$ cat config.mk
export PLATFORM = sky130hd
export DESIGN_NAME = rwoc_ram
export DESIGN_NICKNAME = d
export VERILOG_FILES = /design/src/rtl/rwoc_ram.sv
export SDC_FILE = /design/constraint.sdc
export NUM_CORES = 1
export LEC_CHECK = 0
export ABC_AREA = 1
export BUFFER_PORTS_ARGS = -buffer_cell sky130_fd_sc_hd__buf_2
export CAP_MARGIN = 40
export CORE_MARGIN = 2
export CORE_UTILIZATION = 35
export CTS_BUF_LIST = sky130_fd_sc_hd__clkbuf_2 sky130_fd_sc_hd__clkbuf_4 sky130_fd_sc_hd__clkbuf_8
export DETAILED_ROUTE_END_ITERATION = 8
export GPL_TIMING_DRIVEN = 0
export RECOVER_POWER = 50
export SYNTH_ARGS = -nofsm -noshare
export SYNTH_HDL_FRONTEND = slang
export SYNTH_SLANG_ARGS = --single-unit
$ cat constraint.sdc
create_clock -name i_clk -period 4.3 [get_ports i_clk]
set_clock_uncertainty 0.05 [all_clocks]
set_input_delay 0.645 -clock i_clk [delete_from_list [all_inputs] [get_ports i_clk]]
set_output_delay 0.645 -clock i_clk [all_outputs]
set_load 0.1 [all_outputs]
$ cat src/rtl/rwoc_ram.sv
// generic single write port ram with registered read
`timescale 1ns / 1ps

module rwoc_ram #(
    parameter int WIDTH = 64,
    parameter int DEPTH = 8
) (
    input  logic                                       i_clk,
    input  logic                                       i_we,
    input  logic [((DEPTH > 1) ? $clog2(DEPTH) : 1)-1:0] i_waddr,
    input  logic [WIDTH-1:0]                           i_wdata,
    input  logic [((DEPTH > 1) ? $clog2(DEPTH) : 1)-1:0] i_raddr,
    output logic [WIDTH-1:0]                           o_rdata
);

    logic [WIDTH-1:0] r_mem [DEPTH];
    logic [WIDTH-1:0] r_rdata;

    always_ff @(posedge i_clk) begin
        if (i_we) begin
            r_mem[i_waddr] <= i_wdata;
        end
        r_rdata <= r_mem[i_raddr];
    end

    assign o_rdata = r_rdata;

endmodule

==> results.tsv, run 1 <==
metric	value	unit
RSZ-0062 raised after global routing	no	
Root Buffer	clkbuf_8	
NumNets Final	2622	
Max-cap violations	4	
GRT Util Overall	17.0	%
Synth top area share	65.0	%
worst-path maximum fanout	23	
#FFs+latches synth	576	
Tightest Pin Transition	1.78	ns
Yosys top cell by area	edfxtp_1	
final worst-path cycle share	58.2	%
FMAX	0.400	GHz
number of synthesized flops with an enable pin	512	
die height	264	µm
proportion of layout cells with a drive suffix above 1	13.3	%
clk slew on worst S/H paths	0.07	ns
initial antenna violation count	10	
Synth cell types	12	
first-pass GRT wire length	89900	µm
CP top delay family	buffers and inverters	
violated checks	max-capacitance violations, max-slew violations	
Worst Hold Launch	i_wdata[25]	
Max-slew headroom	-18.8	%
Worst Setup Start Kind	input port	
CTS Buffer Depth	3	
CP Data Arrival Time	2.82	ns
R2R Path Start	r_mem[5][20]	
grt total ovfl	0	
postcts setup bufs	0	
TritonCTS clock tree	yes	
row cnt	95	
hold buffers post-CTS	0	
H-tree Lvls	3	
post-synthesis sequential area ratio	70.4	%
synth warn	0	
PD cells	451	nW/µm²
asr flop ratio synth	0	%
Worst Path Required	4.62	ns
# port buffers	134	
Starting Density	35.3	%
syn nets	2366	
Final Hold Vio Count	0	
routed len/inst	16.8	µm
Overall Power	12600	µW
vias in the first global route	16000	
CTS buffer count	96	
antenna-violating nets left	0	
WS Path Type	in -> reg	
Resized cells post-CTS	0	
status	complete, but fails checks	
core area	67000	µm²
Syn Inst Count	2294	
largest cells by area after synthesis	edfxtp_1 (65%), nand2_1 (13%), inv_1 (8.2%)	
largest net degree at the start of global routing	24	
worst path bufs/invs	4	
Setup violations, final	0	
Slew Limit Fails	89	
# IOs	136	
CP max-delay cell	clkbuf_1	
R2R cell count	6	
Area growth syn-to-layout	17.7	%
Vias	15700	
hold depth	1	
Cell Area, Synth	23700	µm²
CP endpoint kind	register	
Total Negative Setup Slacks	0	ns
DRT Pass-1 Iters	5	
worst path cell trace	buf_2, inv_1, nand2_1, nor2_1, clkbuf_1, buf_12	
Primary FF master, synth	edfxtp_1	
commonest cells in the netlist	nand2_1 (838), inv_1 (516), edfxtp_1 (512), nand3_1 (256), dfxtp_1 (64)	
DR iter-0 viols	1229	
WHS Endpoint	r_mem[1][25]	
GP Congestion	0.782	
r2r setup slk	3.27	ns
via-per-instance ratio	4.48	
DP Wirelength	37700	µm
Tmin final	2.50	ns
drc violations	0	
worst min-delay path class	in -> reg	
Pleak	0.0127	µW
wirelength, routed	58900	µm
reg2reg end	o_rdata[20]	
Worst path max stage delay	1.30	ns
Clk Latency, worst-skew pair	0.68	ns
clock sink count	576	
chip width	264	µm
peak supply drop	218	µV
top-count cell post-synth	nand2_1	
syn_area_per_cell	10.3	µm²
DIE AREA	69700	µm²
logic make-up (layout without fill, tap and decap cells):
kind of cell / Yosys count / in the layout / share of synthesized area [%]
DFF: 576 / 576 / 70.4
buffers and inverters: 616 / 950 / 10.8
and+or+nand+nor: 1102 / 1102 / 18.8
other: 0 / 5 / 0
worst register-to-register path, delay by kind of cell (launching register included):
kind	cells	cell delay, ns
simple gates	5	0.38
flops	1	0.37
buf+inv	1	0.06
final cells by class:
class,instances,area (µm²)
Inverter,518,1940
Tap cell,873,1090
Buffer,98,601
Timing Repair Buffer,158,1060
Fill cell,6397,39200
Clock inverter,19,118
Multi-Input combinational cell,1102,4490
Sequential cell,576,16700
Antenna cell,5,12.5
Clock buffer,157,1870
how the worst max path moves through the flow:
| stage | start | endpoint | slack, ns | cells after the start |
|---|---|---|---|---|
| 3_3_place_gp | i_waddr[2] | r_mem[1][59] | -2.73 | 4 |
| 3_5_place_dp | i_waddr[0] | r_mem[6][50] | 1.80 | 6 |
| 6_report | i_waddr[0] | r_mem[0][49] | 1.80 | 6 |
| 2_1_floorplan | i_waddr[0] | r_mem[0][0] | 0.30 | 3 |
| 5_1_grt | i_waddr[0] | r_mem[0][49] | 1.72 | 6 |
| 4_1_cts | o_rdata[16] | o_rdata[16] | 1.99 | 1 |
cell usage in the layout, fill, tap and decap left out:
| cell | netlist | final |
|---|---|---|
| nand2_1 | 838 | 838 |
| inv_1 | 516 | 516 |
| edfxtp_1 | 512 | 512 |
| nand3_1 | 256 | 256 |
| buf_2 | 54 | 123 |
| clkbuf_8 | 0 | 110 |
| clkbuf_1 | 9 | 78 |
| dfxtp_1 | 64 | 64 |
| clkbuf_4 | 0 | 47 |
| buf_4 | 18 | 18 |
| buf_6 | 13 | 13 |
| buf_12 | 0 | 12 |
| clkinv_1 | 0 | 8 |
| buf_16 | 0 | 8 |
| clkinv_2 | 0 | 7 |
| diode_2 | 0 | 5 |
| nor2_4 | 0 | 5 |
| buf_1 | 4 | 4 |
| nor2_1 | 8 | 3 |
| clkinvlp_4 | 0 | 3 |
| inv_2 | 2 | 2 |
| bufinv_16 | 0 | 1 |
flip-flops by register name (all words and copies together) (netlist names):
register,count
r_mem,512
o_rdata,64
report_power, final:
part / internal [µW] / switching [µW]
registers: 6320 / 52.3
logic: 268 / 1030
clock network: 2790 / 2100
per-layer routing:
layer	routed length [µm]	part of all wire [%]	global-route usage, %
met2	28100	48	28.0
met1	25100	43	21.5
met5	70	0.12	0
met3	3980	6.8	3.61
met4	1620	2.8	7.43
metrics by stage:
stage	utilization, %	instances	hold WS (ns)	instance area [µm²]	setup WS, ns
after floorplan	-	2294	0.537	23700	0.300
after global placement	37.9	3301	0.569	25400	-2.73
after detailed placement	38.8	3325	0.573	26000	1.80
after CTS	41.8	3501	0.111	28000	1.99
after global routing	41.5	3504	0.235	27800	1.72
final	41.5	3506	0.261	27800	1.80
No activity file was read; power rests on OpenSTA's default activity.
==> run 2: changes to the inputs <==
==> constraint.sdc (replaced) <==
create_clock -name i_clk -period 2.2 [get_ports i_clk]
set_clock_uncertainty 0.05 [all_clocks]
set_input_delay 0.33 -clock i_clk [delete_from_list [all_inputs] [get_ports i_clk]]
set_output_delay 0.33 -clock i_clk [all_outputs]
set_load 0.1 [all_outputs]
==> results.tsv, run 2 (same netlist as run 1, synthesis figures left out) <==
metric	value	unit	change
status	completed		
Worst path max stage delay	0.83	ns	-0.47 ns
DIE AREA	69700	µm²	unchanged
core area	67000	µm²	unchanged
Largest register FFs	512		unchanged
Psw	6350	µW	+99%
largest net degree at the start of global routing	25		+4.2%
vias in the first global route	15800		-1.3%
Slew Limit Fails	0		-100%
GP Congestion	0.764		-2.4%
wirelength, routed	59100	µm	+0.34%
Multi-input gate area	4500	µm²	+0.22%
Tightest Pin Transition	1.00	ns	-0.781 ns
NumNets Final	2686		+2.4%
Max-cap violations	0		-4
combinational power share	10.9	%	+0.6 points
FMAX	0.525	GHz	
routed len/inst	16.6	µm	-1.4%
Vias	15900		+1.3%
Reg area	16700	µm²	unchanged
Max-slew headroom	33.2	%	+52 points
row cnt	95		unchanged
# IOs	136		unchanged
Switching Share	25.9	%	+0.58 points
CP Data Arrival Time	2.22	ns	-0.60 ns
WS Path Type	in -> reg		
Starting Density	35.3	%	unchanged
CP top delay family	simple AND/OR/NAND/NOR gates		
Pleak	0.0130	µW	+2.1%
PD cells	858	nW/µm²	+90%
Final Hold Vio Count	0		unchanged
clk slew on worst S/H paths	0.06	ns	about the same
clock sink count	576		unchanged
worst hold slack	0.165	ns	-0.0953 ns
worst path cell trace	clkbuf_1, nand2_1, nor2_2, buf_16, buf_16		
peak supply drop	501	µV	+130%
worst-path maximum fanout	16		-30%
Worst Path Required	2.52	ns	-2.10 ns
most used cell, CP	buf_16		
sequential power share	50.9	%	+0.2 points
DRT Pass-1 Iters	5		unchanged
most common cell after layout, fill and taps aside	nand2_1		
CP endpoint kind	register		
Area growth syn-to-layout	20.7	%	
drc violations	0		unchanged
DP Wirelength	37800	µm	+0.35%
CTS buffer count	94		-2.1%
antenna-violating nets left	0		unchanged
proportion of layout cells with a drive suffix above 1	12.6	%	-0.73 points
initial antenna violation count	5		-5
commonest cells after routing, fill and taps aside	nand2_1 (838), inv_1 (516), edfxtp_1 (512)		
Overall Power	24500	µW	+95%
worst path bufs/invs	3		-1
RSZ-0062 raised after global routing	no		
first-pass GRT wire length	90300	µm	+0.41%
Clk Latency, worst-skew pair	0.68	ns	about the same
GRT Util Overall	17.0	%	about the same
CP max-delay cell	nor2_2		
worst min-delay path class	in -> reg		
via-per-instance ratio	4.47		-0.42%
Worst Setup Start Kind	input port		
H-tree Lvls	3		unchanged
Tmin final	1.90	ns	
# fillers	6422		+0.39%
TritonCTS clock tree	yes		
Top reg by flops	r_mem		
grt total ovfl	0		unchanged
# port buffers	134		unchanged
die height	264	µm	unchanged
Setup violations, final	0		unchanged
DR iter-0 viols	1190		-3.2%
power share of the clock group	38.3	%	-0.6 points
Root Buffer	clkbuf_8		
CTS Buffer Depth	3		unchanged
internal power	18100	µW	+93%
final worst-path cycle share	86.6	%	
chip width	264	µm	unchanged
-- run 2: cell types whose count changed in the layout (fill, tap and decap cells not counted), moves of 4 or more --
cell           previous run  this run
clkinv_1                  8        26
dlygate4sd3_1             0        64
clkbuf_4                 47        28
diode_2                   5         1
clkinv_2                  7        11
clkbuf_8                110       101
clkbuf_1                 78        74
buf_16                    8        15
-- run 2: final timing paths --
kind                  endpoint         start  cells past startpoint  slack, ns
setup reg to reg    o_rdata[0]   r_mem[5][0]                      6       1.17
hold / removal      o_rdata[1]    i_raddr[2]                      4       0.17
setup / recovery  r_mem[7][62]    i_waddr[0]                      5       0.30
hold reg to reg    o_rdata[33]  r_mem[1][33]                      6       0.59
-- run 2: routing by layer --
layer / track usage, % / wire [µm] / vias up
met5: 0 / 39 / -
met4: 6.70 / 1550 / 6
met3: 2.98 / 3620 / 117
met2: 28.3 / 28400 / 472
met1: 22.0 / 25500 / 7551
li1: - / - / 7781
-- run 2: worst min-delay path, stage by stage --
cell and delay, ns:
buf_2 0.12, inv_2 0.16, nand2_1 0.12, nand2_1 0.07
-- run 2: layout make-up --
cell class	instances	area share [%]
Clock buffer	129	5.61
Sequential cell	576	58.4
Buffer	98	2.10
Timing Repair Buffer	224	6.42
Tap cell	873	3.83
Clock inverter	46	1.09
Multi-Input combinational cell	1102	15.8
Inverter	518	6.81
Antenna cell	1	0.00877
-- run 2: repair_timing --
item	in CTS	in global routing
endpoints found under the hold margin	512	0
setup buffers	0	0
resized for setup	0	0
hold buffers	64	0
-- run 2: power groups by stage --
stage / combinational [µW] / clock (µW) / sequential (µW)
detailed placement: 2590 / 0 / 12700
global route: 2870 / 10000 / 12500
global placement: 2490 / 0 / 12700
finish: 2660 / 9380 / 12500
floorplan: 877 / 0 / 13600
CTS: 2700 / 9610 / 12500
-- run 2: through the flow --
| step | cell area, µm² | setup TNS (ns) | std cells | util [%] | setup slack, ns |
|---|---|---|---|---|---|
| finish | 28500 | 0 | 3567 | 42.6 | 0.295 |
| global route | 28500 | 0 | 3566 | 42.6 | 0.259 |
| CTS | 28700 | 0 | 3566 | 42.8 | 0.214 |
| detailed placement | 26100 | -3.20 | 3327 | 39.0 | -0.0583 |
| global placement | 25400 | -1093.21 | 3301 | 38.0 | -2.38 |
| floorplan | 23700 | -202.84 | 2294 | - | -0.460 |
==> run 3: changes to the inputs <==
--- a/config.mk
+++ b/config.mk
@@ -8,7 +8,7 @@
 export ABC_AREA = 1
 export BUFFER_PORTS_ARGS = -buffer_cell sky130_fd_sc_hd__buf_2
 export CAP_MARGIN = 40
-export CORE_MARGIN = 2
+export CORE_MARGIN = 4
 export CORE_UTILIZATION = 35
 export CTS_BUF_LIST = sky130_fd_sc_hd__clkbuf_2 sky130_fd_sc_hd__clkbuf_4 sky130_fd_sc_hd__clkbuf_8
 export DETAILED_ROUTE_END_ITERATION = 8
==> results.tsv, run 3 (same netlist as run 1, synthesis figures left out) <==
metric	value	unit	change
Starting Density	35.3	%	unchanged
Max-cap violations	0		unchanged
Placed Cells incl. Taps	3324		-0.090%
WS Path Type	in -> reg		
Top reg by flops	r_mem		
worst min-delay path class	in -> reg		
DIE AREA	71800	µm²	+3.1%
Tightest Pin Transition	1.10	ns	+0.100 ns
Tmin final	1.95	ns	+0.0443 ns
# port buffers	134		unchanged
CP Data Arrival Time	2.19	ns	-0.03 ns
Worst path max stage delay	0.71	ns	-0.12 ns
drc violations	0		unchanged
core area	67000	µm²	unchanged
DRT Pass-1 Iters	5		unchanged
antenna-violating nets left	0		unchanged
chip width	268	µm	+1.5%
die height	268	µm	+1.5%
RSZ-0062 raised after global routing	no		
CTS Buffer Depth	3		unchanged
CTS buffer count	96		+2.1%
largest net degree at the start of global routing	24		-4.0%
Multi-input gate area	4500	µm²	about the same
R2R cell count	6		unchanged
Largest register FFs	512		unchanged
initial antenna violation count	7		+2
wirelength, routed	58800	µm	-0.44%
worst path bufs/invs	2		-1
GP Congestion	0.754		-1.3%
Area growth syn-to-layout	20.4	%	
Clk Latency, worst-skew pair	0.69	ns	about the same
Worst Setup Start Kind	input port		
clk slew on worst S/H paths	0.05	ns	about the same
final worst-path cycle share	88.6	%	+2.0 points
vias in the first global route	15700		-0.91%
proportion of layout cells with a drive suffix above 1	13.0	%	+0.41 points
Critical Path Stages	4		-1
DR iter-0 viols	1279		+7.5%
worst-path maximum fanout	22		+6
CP top delay family	buffers and inverters		
NumNets Final	2685		-0.037%
peak supply drop	448	µV	-11%
Layout Cells excl Fill	3570		+0.084%
status	completed		
first-pass GRT wire length	89300	µm	-1.1%
# IOs	136		unchanged
Overall Power	24600	µW	+0.26%
DP Wirelength	37800	µm	about the same
row cnt	95		unchanged
GRT Util Overall	16.3	%	-0.70 points
grt total ovfl	0		unchanged
hold depth	3		-1
Reg area	16700	µm²	unchanged
Pleak	0.0130	µW	about the same
via-per-instance ratio	4.44		-0.50%
Worst Path Required	2.44	ns	-0.08 ns
H-tree Lvls	3		unchanged
Slew Limit Fails	0		unchanged
Setup violations, final	0		unchanged
r2r setup slk	1.20	ns	+0.03 ns
Max-slew headroom	26.3	%	-6.9 points
CP endpoint kind	register		
CP max-delay cell	clkbuf_2		
postcts setup bufs	0		unchanged
routed len/inst	16.5	µm	-0.52%
commonest cells after routing, fill and taps aside	nand2_1 (838), inv_1 (516), edfxtp_1 (512)		
PD cells	862	nW/µm²	+0.50%
TritonCTS clock tree	yes		
FMAX	0.513	GHz	-2.3%
# fillers	6355		-1.0%
clock sink count	576		unchanged
Vias	15900		-0.41%
post-layout util	42.5	%	-0.10 points
Final Hold Vio Count	0		unchanged
worst path cell trace	clkbuf_1, nand2_1, nor2_1, clkbuf_2		
most common cell after layout, fill and taps aside	nand2_1		
Root Buffer	clkbuf_8		
run 3: worst paths after layout:
check / start / end
hold / removal: i_waddr[2] / r_mem[7][49]
hold reg to reg: r_mem[4][41] / o_rdata[41]
setup / recovery: i_waddr[0] / r_mem[7][12]
setup reg to reg: r_mem[7][20] / o_rdata[20]
run 3: repair_timing:
item / CTS / global route
hold endpoints to repair: 512 / 0
hold buffers: 64 / 0
gates resized for setup: 0 / 0
run 3: report_power, final:
group / switching, µW / internal [µW]
clock network: 4140 / 5310
logic: 2040 / 599
registers: 99.7 / 12400
run 3: cell type report:
class                   count  share of cell area (%)
flip-flops and latches    576                    58.5
multi-input cells        1102                    15.8
inverters                 518                    6.83
clock buffers             152                    6.36
repair buffers            221                    6.02
well taps                 873                    3.84
plain buffers              98                    2.11
clock inverters            25                   0.505
diodes                      5                  0.0439
run 3: routing by layer:
metal  routed length (µm)  track usage [%]
met1                25300             21.1
met2                28000             27.0
met3                 3680             3.22
met4                 1870             6.65
met5                   23                0
run 3: per-stage QoR:
step,cell area [µm²],hold slack (ns),setup TNS [ns],worst slack (ns)
floorplan,23700,0.379,-202.84,-0.460
global placement,25400,0.542,-1041.03,-2.31
detailed placement,26000,0.551,-5.50,-0.246
CTS,28600,0.109,0,0.203
global route,28500,0.158,0,0.174
finish,28500,0.144,0,0.251
run 3: worst min-delay path, cell delays in order:
cell and delay, ns:
buf_2 0.11, nand2_1 0.07, nor2_1 0.15
